`src/fvs_pkg.sv`:
```
// Package for the fixed-width and varint serializer.
// Holds opcode codes and the command/status structs between controller and datapath.
// No dependencies.
package fvs_pkg;

	// Opcode codes
	localparam logic [2:0] OP_FIX8    = 3'd0;
	localparam logic [2:0] OP_FIX16   = 3'd1;
	localparam logic [2:0] OP_FIX32   = 3'd2;
	localparam logic [2:0] OP_FIX64   = 3'd3;
	localparam logic [2:0] OP_UVAR32  = 3'd4;
	localparam logic [2:0] OP_ZIGZAG32 = 3'd5;
	localparam logic [2:0] OP_UVAR64  = 3'd6;
	localparam logic [2:0] OP_ZIGZAG64 = 3'd7;

	// Varint byte fields
	localparam logic [7:0] CONT_BIT   = 8'h80;
	localparam logic [6:0] GROUP_MASK = 7'h7F;

	// Controller to datapath
	typedef struct packed {
		logic load;  // capture opcode and value
		logic step;  // emit one byte and advance
	} fvs_cmd_t;

	// Datapath to controller
	typedef struct packed {
		logic last;  // byte at the head is the final one
	} fvs_status_t;

endpackage

```
`src/fvs_dp.sv`:
```
// Datapath of the serializer: value shift register, byte counter, output registers.
// Depends on fvs_pkg.
module fvs_dp (
	input  logic                 clk,
	input  logic                 arst_n,
	input  fvs_pkg::fvs_cmd_t    cmd,
	output fvs_pkg::fvs_status_t status,
	input  logic [2:0]           opcode,
	input  logic [63:0]          value,
	input  logic                 cfg_we,
	input  logic                 cfg_data,
	output logic [7:0]           out_byte,
	output logic                 last
);
	import fvs_pkg::*;

	logic        big_endian_q;
	logic [63:0] word_q;
	logic [3:0]  cnt_q;
	logic        varint_q;
	logic        msb_first_q;
	logic [7:0]  byte_q;
	logic        last_q;

	logic [63:0] load_word;
	logic [3:0]  load_cnt;
	logic [31:0] lo;
	logic [7:0]  head_byte;
	logic        head_last;

	// Hold the byte-order register
	always_ff @(posedge clk or negedge arst_n) begin
		if (!arst_n) begin
			big_endian_q <= 1'b1;
		end else if (cfg_we) begin
			big_endian_q <= cfg_data;
		end
	end

	// Prepare the word to serialize
	always_comb begin
		lo = value[31:0];
		load_cnt = 4'd0;
		unique case (opcode)
			OP_FIX8: begin
				load_word = big_endian_q ? {value[7:0], 56'd0} : value;
				load_cnt = 4'd1;
			end
			OP_FIX16: begin
				load_word = big_endian_q ? {value[15:0], 48'd0} : value;
				load_cnt = 4'd2;
			end
			OP_FIX32: begin
				load_word = big_endian_q ? {value[31:0], 32'd0} : value;
				load_cnt = 4'd4;
			end
			OP_FIX64: begin
				load_word = value;
				load_cnt = 4'd8;
			end
			OP_UVAR32:   load_word = {32'd0, lo};
			OP_ZIGZAG32: load_word = {32'd0, {lo[30:0], 1'b0} ^ {32{lo[31]}}};
			OP_UVAR64:   load_word = value;
			OP_ZIGZAG64: load_word = {value[62:0], 1'b0} ^ {64{value[63]}};
			default:     load_word = value;
		endcase
	end

	// Select the byte at the head of the word
	always_comb begin
		if (varint_q) begin
			head_last = (word_q[63:7] == 57'd0);
			head_byte = {~head_last, word_q[6:0] & GROUP_MASK};
		end else begin
			head_last = (cnt_q == 4'd1);
			head_byte = msb_first_q ? word_q[63:56] : word_q[7:0];
		end
	end

	assign status.last = head_last;

	// Load or advance the word
	always_ff @(posedge clk or negedge arst_n) begin
		if (!arst_n) begin
			varint_q    <= 1'b0;
			msb_first_q <= 1'b0;
			cnt_q       <= 4'd0;
		end else if (cmd.load) begin
			varint_q    <= opcode[2];
			msb_first_q <= big_endian_q;
			cnt_q       <= load_cnt;
		end else if (cmd.step) begin
			cnt_q <= cnt_q - 4'd1;
		end
	end

	// Shift register and output registers carry no reset
	always_ff @(posedge clk) begin
		if (cmd.load) begin
			word_q <= load_word;
		end else if (cmd.step) begin
			if (varint_q) begin
				word_q <= {7'd0, word_q[63:7]};
			end else if (msb_first_q) begin
				word_q <= {word_q[55:0], 8'd0};
			end else begin
				word_q <= {8'd0, word_q[63:8]};
			end
		end
		if (cmd.step) begin
			byte_q <= head_byte | (varint_q && !head_last ? CONT_BIT : 8'd0);
			last_q <= head_last;
		end
	end

	assign out_byte = byte_q;
	assign last     = last_q;

endmodule

```
`src/fvs_ctrl.sv`:
```
// Controller of the serializer: idle/emit state machine and the output strobe.
// Depends on fvs_pkg.
module fvs_ctrl (
	input  logic                 clk,
	input  logic                 arst_n,
	input  logic                 start,
	input  fvs_pkg::fvs_status_t status,
	output fvs_pkg::fvs_cmd_t    cmd,
	output logic                 busy,
	output logic                 strobe
);
	import fvs_pkg::*;

	typedef enum logic {
		ST_IDLE,
		ST_EMIT
	} state_t;

	state_t state_q;
	logic   strobe_q;

	// Issue commands from the current state
	assign cmd.load = (state_q == ST_IDLE) && start;
	assign cmd.step = (state_q == ST_EMIT);

	// Advance state and register the strobe
	always_ff @(posedge clk or negedge arst_n) begin
		if (!arst_n) begin
			state_q  <= ST_IDLE;
			strobe_q <= 1'b0;
		end else begin
			strobe_q <= cmd.step;
			unique case (state_q)
				ST_IDLE: begin
					if (start) begin
						state_q <= ST_EMIT;
					end
				end
				ST_EMIT: begin
					if (status.last) begin
						state_q <= ST_IDLE;
					end
				end
				default: state_q <= ST_IDLE;
			endcase
		end
	end

	assign busy   = (state_q != ST_IDLE);
	assign strobe = strobe_q;

`ifndef SYNTH
	a_step_strobe: assert property (@(posedge clk) disable iff (!arst_n)
		cmd.step |=> strobe)
		else $error("step without strobe");
	a_load_busy: assert property (@(posedge clk) disable iff (!arst_n)
		cmd.load |=> busy)
		else $error("load did not raise busy");
	a_last_idle: assert property (@(posedge clk) disable iff (!arst_n)
		(cmd.step && status.last) |=> !busy)
		else $error("still busy after final byte");
	a_no_overlap: assert property (@(posedge clk) disable iff (!arst_n)
		!(cmd.load && cmd.step))
		else $error("load during emit");
`endif

endmodule

```
`src/fixed_and_varint_serializer_unit.sv`:
```
// Top level of the fixed-width and varint serializer.
// Depends on fvs_pkg, fvs_ctrl and fvs_dp.
//
// channel   ports                          handshake
// input     opcode, value                  start & !busy
// result    out_byte, last                 strobe, one cycle, no backpressure
// config    cfg_data                       cfg_valid & cfg_ready
//
// An item occupies the unit for its load and then the emission of each of its
// bytes, so a new start is taken only once the previous item is through.
// The single shift register of the datapath is why items cannot overlap.
// Each byte is registered and appears in the cycle after it is shifted out; last marks the final byte.
// Reset returns the unit to idle with big-endian byte order.
// cfg_ready is high while the unit is idle.
module fixed_and_varint_serializer_unit (
	input  logic        clk,
	input  logic        arst_n,
	input  logic        start,
	output logic        busy,
	input  logic [2:0]  opcode,
	input  logic [63:0] value,
	output logic        strobe,
	output logic [7:0]  out_byte,
	output logic        last,
	input  logic        cfg_valid,
	output logic        cfg_ready,
	input  logic        cfg_data
);
	import fvs_pkg::*;

	fvs_cmd_t    cmd;
	fvs_status_t status;

	assign cfg_ready = !busy;

	fvs_ctrl u_ctrl (
		.clk    (clk),
		.arst_n (arst_n),
		.start  (start),
		.status (status),
		.cmd    (cmd),
		.busy   (busy),
		.strobe (strobe)
	);

	fvs_dp u_dp (
		.clk      (clk),
		.arst_n   (arst_n),
		.cmd      (cmd),
		.status   (status),
		.opcode   (opcode),
		.value    (value),
		.cfg_we   (cfg_valid && cfg_ready),
		.cfg_data (cfg_data),
		.out_byte (out_byte),
		.last     (last)
	);

endmodule

```
`config.mk`:
```
export PLATFORM = sky130hd
export DESIGN_NAME = fixed_and_varint_serializer_unit
export DESIGN_NICKNAME = d
export VERILOG_FILES = /design/src/fvs_pkg.sv /design/src/fvs_dp.sv /design/src/fvs_ctrl.sv /design/src/fixed_and_varint_serializer_unit.sv
export SDC_FILE = /design/constraint.sdc
export NUM_CORES = 1
export LEC_CHECK = 0
export ABC_AREA = 0
export CORE_ASPECT_RATIO = 1.2
export CORE_UTILIZATION = 55
export DETAILED_ROUTE_END_ITERATION = 10
export DONT_BUFFER_PORTS = 1
export PLACE_DENSITY = 0.8
export SLEW_MARGIN = 20
export SYNTH_ARGS = -nofsm -noshare
export SYNTH_HDL_FRONTEND = slang
export SYNTH_HIERARCHICAL = 1
export SYNTH_SLANG_ARGS = --single-unit
```
`constraint.sdc`:
```
create_clock -name clk -period 3.1 [get_ports clk]
set_input_delay 0.62 -clock clk [delete_from_list [all_inputs] [get_ports clk]]
set_output_delay 0.62 -clock clk [all_outputs]
set_load 0.05 [all_outputs]
```
==> flow_summary.json, run 1 <==
{
  "cts-root-buf": "clkbuf_16",
  "ys_ff_latch": 82,
  "p_leak_nw": 2.481,
  "clock.fmax_mhz": 429.8,
  "clk_path_buf_depth": 2,
  "clock_skew_ns": 0.009786,
  "synth-edff-count": 73,
  "final_nets": 750,
  "htreeDepth": 3,
  "avgSynthCellArea_um2": 9.457,
  "dr.pass1.iters": 6,
  "wl_mm": 22.64,
  "initial_core_util": 0.5733,
  "ir_drop_uv": 753.9,
  "grt_remaining_overflow": 0,
  "clkTransAtPathRegs_ns": 0.07,
  "grtUsageMet1": 0.4665,
  "cts_buffers": 9,
  "syn_nets": 785,
  "drc_errors": 0,
  "vias": 5938,
  "reg2reg_slack_ns": 0.77,
  "drt-initial-drc-count": 742,
  "dieArea_um2": 12670,
  "core_area_um2": 11730,
  "setup_viol": 0,
  "hold_buffers": 1,
  "antenna_found_initial": 0,
  "critPathKind": "flop to flop",
  "tightestPinTransition_ns": 1.026,
  "period_minus_slack_ns": 2.327,
  "r2r-end": "u_dp/word_q[55]$_DFFE_PP_",
  "fp.dieW_um": 102.9,
  "viasPerCell": 7.086,
  "fp.dieH_um": 123.1,
  "startpoint_type": "flop",
  "yosys_warnings": 6,
  "antenna-diode-count": 0,
  "gp_congestion": 0.9945,
  "worstHoldPathType": "input pin to async pin",
  "ys_top_cells_by_area": "edfxtp_1 33%, xnor2_1 8.5%, mux2_2 7.2%, mux2i_1 6.7%, a21oi_1 5.8%",
  "cts.sinks": 82,
  "slew_headroom": 0.3157,
  "required_ns": 3.20,
  "fin_crit_sh": 0.7506,
  "setup-tns-final_ns": 0,
  "rr_startpoint": "u_dp/big_endian_q$_DFFE_PN1P_",
  "dp_hpwl_mm": 16.30,
  "multi_input_area_um2": 3956,
  "status": "finished clean",
  "top_usage_layer": "met2",
  "yosysTopAreaCellShare": 0.3260,
  "grt_pass1_wl_mm": 33.74,
  "ff2ff_path_depth": 6,
  "wl_per_cell_um": 27.02,
  "grt_usage": 0.3700,
  "synth_flop_cell": "edfxtp_1",
  "cts-resized-gates": 0,
  "cts_tree": "yes",
  "grt_max_degree": 67,
  "crit_fanout": 41,
  "final_common_cell": "a21oi_1",
  "arrival_ns": 2.42,
  "fin_cells": 838,
  "port_buffers": 0,
  "synthArstFlopShare": 0.1098,
  "grt_use_met3": 0.1001,
  "register_area_um2": 2421,
  "netlist.top_cell.by_area": "edfxtp_1",
  "placedCellCount": 821,
  "synthToLayoutAreaGrowth_pct": 4.708,
  "layout-drive-gt1-share": 0.1366,
  "cap_violations": 0,
  "grt_pass1_vias": 5644,
  "rows": 43,
  "ys_types": 57,
  "nFillCells": 1067,
  "insertion_delay_ns": 0.34,
  "synthCells": 711,
  "use_met2": 0.5642,
  "synth_area_um2": 6724,
  "crit_path_end_kind": "flop",
  "seq_area_frac_synth": 0.3597,
  "rsz0062_at_grt": "false",
  "slew_viol_final": 0,
  "io_pins": 84,
  "post_cts_buffers": 0,
  "most-common-layout-cells": "78 x a21oi_1, 73 x edfxtp_1, 65 x xnor2_1, 54 x nand2_1",
  "antenna_left": 0,
  "hold_viol": 0,
  "powerDensity_nw_per_um2": 1000
}
final cells by class:
type,instances,share of cell area
multi-input combinational,561,0.5619
tap,157,0.02790
clock inverter,7,0.01084
timing repair buffer,18,0.02133
sequential,82,0.3439
clock buffer,9,0.03199
inverter,4,0.002133
metrics by stage:
step	util	hold WS, ns	worst slack [ns]	power, W	instance area [um2]
2_1_floorplan	-	0.3244	0.1555	0.005013	6724
3_3_place_gp	0.5737	0.3252	0.9150	0.005732	6729
3_5_place_dp	0.5737	0.3253	0.8310	0.005838	6729
4_1_cts	0.6003	0.1054	0.8153	0.006960	7041
5_1_grt	0.6003	0.09856	0.6968	0.007381	7041
6_report	0.6003	0.1113	0.7732	0.007043	7041
metal layers:
metal | vias to the layer above | wire length (um)
li1 | 2632 | -
met4 | 0 | 1583
met2 | 410 | 10350
met5 | - | 0
met3 | 97 | 2687
met1 | 2799 | 8023
worst max-delay path, cell delays in order (launching register included):
cell      delay, ns
dfstp_2        0.65
buf_4          0.40
mux2_2         0.38
a21oi_1        0.15
o221ai_1       0.16
a21o_1         0.21
o2111a_1       0.11
how the worst max path moves through the flow:
stage	cells past startpoint	start	to	slack, ns
after floorplan	5	u_ctrl/busy$_DFF_PN0_	u_dp/word_q[0]$_DFFE_PP_	0.16
after global placement	6	u_dp/big_endian_q$_DFFE_PN1P_	u_dp/word_q[54]$_DFFE_PP_	0.92
after CTS	6	u_dp/big_endian_q$_DFFE_PN1P_	u_dp/word_q[55]$_DFFE_PP_	0.82
final	6	u_dp/big_endian_q$_DFFE_PN1P_	u_dp/word_q[55]$_DFFE_PP_	0.77
after detailed placement	6	u_dp/big_endian_q$_DFFE_PN1P_	u_dp/word_q[55]$_DFFE_PP_	0.83
after global routing	6	u_dp/big_endian_q$_DFFE_PN1P_	u_dp/word_q[55]$_DFFE_PP_	0.70
flip-flops by register name (all words and copies together), names as in the netlist:
| signal | cells |
|---|---|
| u_dp/msb_first_q | 1 |
| u_dp/last | 1 |
| u_dp/varint_q | 1 |
| u_ctrl/busy | 1 |
| u_dp/word_q | 64 |
| u_ctrl/strobe | 1 |
| u_dp/out_byte | 8 |
| u_dp/big_endian_q | 1 |
| u_dp/cnt_q | 4 |
power breakdown:
group          switching (W)  leakage [nW]  internal [W]
combinational        0.00162          1.41       0.00135
sequential          0.000952         0.923       0.00201
clock               0.000482         0.144      0.000631
total                0.00305          2.48       0.00399
logic make-up after synthesis:
kind of cell	Yosys count	synth area share
adder cells (fa/ha/maj)	2	0.003721
flip-flops	82	0.3597
AND/OR/NAND/NOR	170	0.1241
buffers and inverters	68	0.05303
AO/OA/AOI/OAI	235	0.2324
XOR/XNOR	65	0.08467
multiplexers	89	0.1424
synthesized netlist by cell type (12+ instances only):
library cell  count
mux2i_1          45
edfxtp_1         73
nand2b_1         14
o221ai_1         15
o21ai_0          39
xnor2_1          65
mux2_2           43
a22o_1           24
nor4_1           15
a221oi_1         24
buf_2            27
buf_4            12
a21oi_1          78
clkbuf_1         17
nand2_1          54
nor2_1           45
(Power assumes the default switching activity.)
==> run 2: changes to the inputs <==
==> constraint.sdc (replaced) <==
create_clock -name clk -period 2.3 [get_ports clk]
set_input_delay 0.46 -clock clk [delete_from_list [all_inputs] [get_ports clk]]
set_output_delay 0.46 -clock clk [all_outputs]
set_load 0.05 [all_outputs]
==> run 2 against run 1 <==
Die area unchanged; setup slack got worse by 0.70 ns; clock skew about the same; sequential power rose by 32%; critical endpoint is now u_dp/word_q[43]$_DFFE_PP_; final cell count rose by 0.84%; combinational power increased by 43%.
==> flow_summary.json, run 2 (same netlist as run 1, synthesis figures left out) <==
{
  "synthToLayoutAreaGrowth_pct": 6.271,
  "clock.fmax_mhz": 449.2,
  "dr.pass1.iters": 5,
  "period_minus_slack_ns": 2.226,
  "rr_startpoint": "u_dp/big_endian_q$_DFFE_PN1P_",
  "most-common-layout-cells": "78 x a21oi_1, 73 x edfxtp_1, 65 x xnor2_1, 54 x nand2_1",
  "r2r-end": "u_dp/word_q[43]$_DFFE_PP_",
  "slew_viol_final": 0,
  "grt_max_degree": 62,
  "clk_path_buf_depth": 2,
  "arrival_ns": 2.30,
  "fp.dieW_um": 102.9,
  "startpoint_type": "flop",
  "final_nets": 757,
  "crit_path_end_kind": "flop",
  "fin_util": 0.6092,
  "crit_fanout": 16,
  "clock_skew_ns": 0.009796,
  "drc_errors": 0,
  "wl_mm": 22.58,
  "slew_headroom": 0.2881,
  "whs_endpoint": "u_dp/big_endian_q$_DFFE_PN1P_",
  "htreeDepth": 3,
  "hold_viol": 0,
  "cts_buffers": 9,
  "grt_usage": 0.3697,
  "register_area_um2": 2422,
  "cap_violations": 0,
  "status": "finished clean",
  "critPathKind": "flop to flop",
  "p_leak_nw": 2.530,
  "powerDensity_nw_per_um2": 1344,
  "antenna_left": 0,
  "antenna-diode-count": 0,
  "core_area_um2": 11730,
  "grt_remaining_overflow": 0,
  "fp.dieH_um": 123.1,
  "power_w": 0.009603,
  "ir_drop_uv": 829.2,
  "min_path_cells": 1,
  "drt-initial-drc-count": 716,
  "cts.sinks": 82,
  "setup_viol": 0,
  "fin_crit_sh": 0.9678,
  "largest_reg_flops": 64,
  "port_buffers": 0,
  "wl_per_cell_um": 26.72,
  "dp_hpwl_mm": 16.44,
  "multi_input_area_um2": 3966,
  "reg2reg_slack_ns": 0.07,
  "antenna_found_initial": 0,
  "initial_core_util": 0.5733,
  "clkTransAtPathRegs_ns": 0.06,
  "rows": 43,
  "hold-worst-slack_ns": 0.2720,
  "final_common_cell": "a21oi_1",
  "gp_congestion": 1.023,
  "grt_pass1_wl_mm": 33.71,
  "io_pins": 84,
  "min_from": "cfg_data",
  "regMostFlops": "u_dp/word_q",
  "rsz0062_at_grt": "false",
  "ff2ff_path_depth": 5,
  "dieArea_um2": 12670,
  "required_ns": 2.37,
  "cts-root-buf": "clkbuf_16",
  "tightestPinTransition_ns": 1.068,
  "insertion_delay_ns": 0.35,
  "grt_pass1_vias": 5709,
  "worstHoldPathType": "input pin to flop",
  "cts_tree": "yes",
  "viasPerCell": 7.272,
  "setup-tns-final_ns": 0,
  "nFillCells": 1010,
  "vias": 6145,
  "layout-drive-gt1-share": 0.1453
}
run 2: changes by cell type in the layout (fill, tap and decap cells not counted), sizes merged:
cell / change
clkinv: -1
buf: +7
inv: -2
clkbuf: +4
bufinv: -1
run 2: how the worst max path moves through the flow:
| stage | startpoint | slack, ns | end |
|---|---|---|---|
| after detailed placement | u_dp/big_endian_q$_DFFE_PN1P_ | 0.1 | u_dp/word_q[59]$_DFFE_PP_ |
| after global routing | u_dp/big_endian_q$_DFFE_PN1P_ | 0.005 | u_dp/word_q[59]$_DFFE_PP_ |
| after floorplan | u_ctrl/busy$_DFF_PN0_ | 0.04 | u_dp/word_q[0]$_DFFE_PP_ |
| after global placement | u_dp/big_endian_q$_DFFE_PN1P_ | 0.18 | u_dp/word_q[59]$_DFFE_PP_ |
| final | u_dp/big_endian_q$_DFFE_PN1P_ | 0.07 | u_dp/word_q[43]$_DFFE_PP_ |
| after CTS | u_dp/big_endian_q$_DFFE_PN1P_ | 0.08 | u_dp/word_q[59]$_DFFE_PP_ |
run 2: layout make-up:
cell class,instances,area share
Sequential cell,82,0.3390
Timing Repair Buffer,25,0.03537
Tap cell,157,0.02749
Inverter,4,0.002101
Multi-Input combinational cell,561,0.5551
Clock buffer,13,0.03800
Clock inverter,3,0.002977
run 2: stage by stage:
stage,worst slack [ns],instances,area (um2)
global route,0.004902,845,7146
global placement,0.1775,827,6828
finish,0.07400,845,7146
floorplan,0.04158,711,6733
CTS,0.07889,844,7131
detailed placement,0.09784,827,6828
run 2: critical path: stages, from the launching register on:
cell      delay, ns
dfstp_2        0.64
a21boi_1       0.32
buf_4          0.18
o21ai_2        0.20
a221oi_1       0.51
a21oi_1        0.10
run 2: timing repair:
action	4_1_cts	5_1_grt
buffers inserted	0	1
hold buffers	1	0
endpoints found under the setup margin	0	4
resized for setup	0	1
endpoints found under the hold margin	9	0
run 2: power breakdown:
part / total, W / switching (W) / leakage, nW / internal (W)
sequential: 0.00391 / 0.00120 / 0.922 / 0.00271
combinational: 0.00426 / 0.00235 / 1.47 / 0.00192
clock: 0.00144 / 0.000607 / 0.141 / 0.000829
total: 0.00960 / 0.00415 / 2.53 / 0.00545
run 2: routing by layer:
metal / vias to the layer above / wire, um / GRT usage / part of all wire
met2: 547 / 9974 / 0.5533 / 0.44
li1: 2641 / - / - / -
met3: 127 / 2792 / 0.09553 / 0.12
met1: 2830 / 8006 / 0.4677 / 0.35
met5: - / 0 / 0 / 0
met4: 0 / 1807 / 0.2491 / 0.080
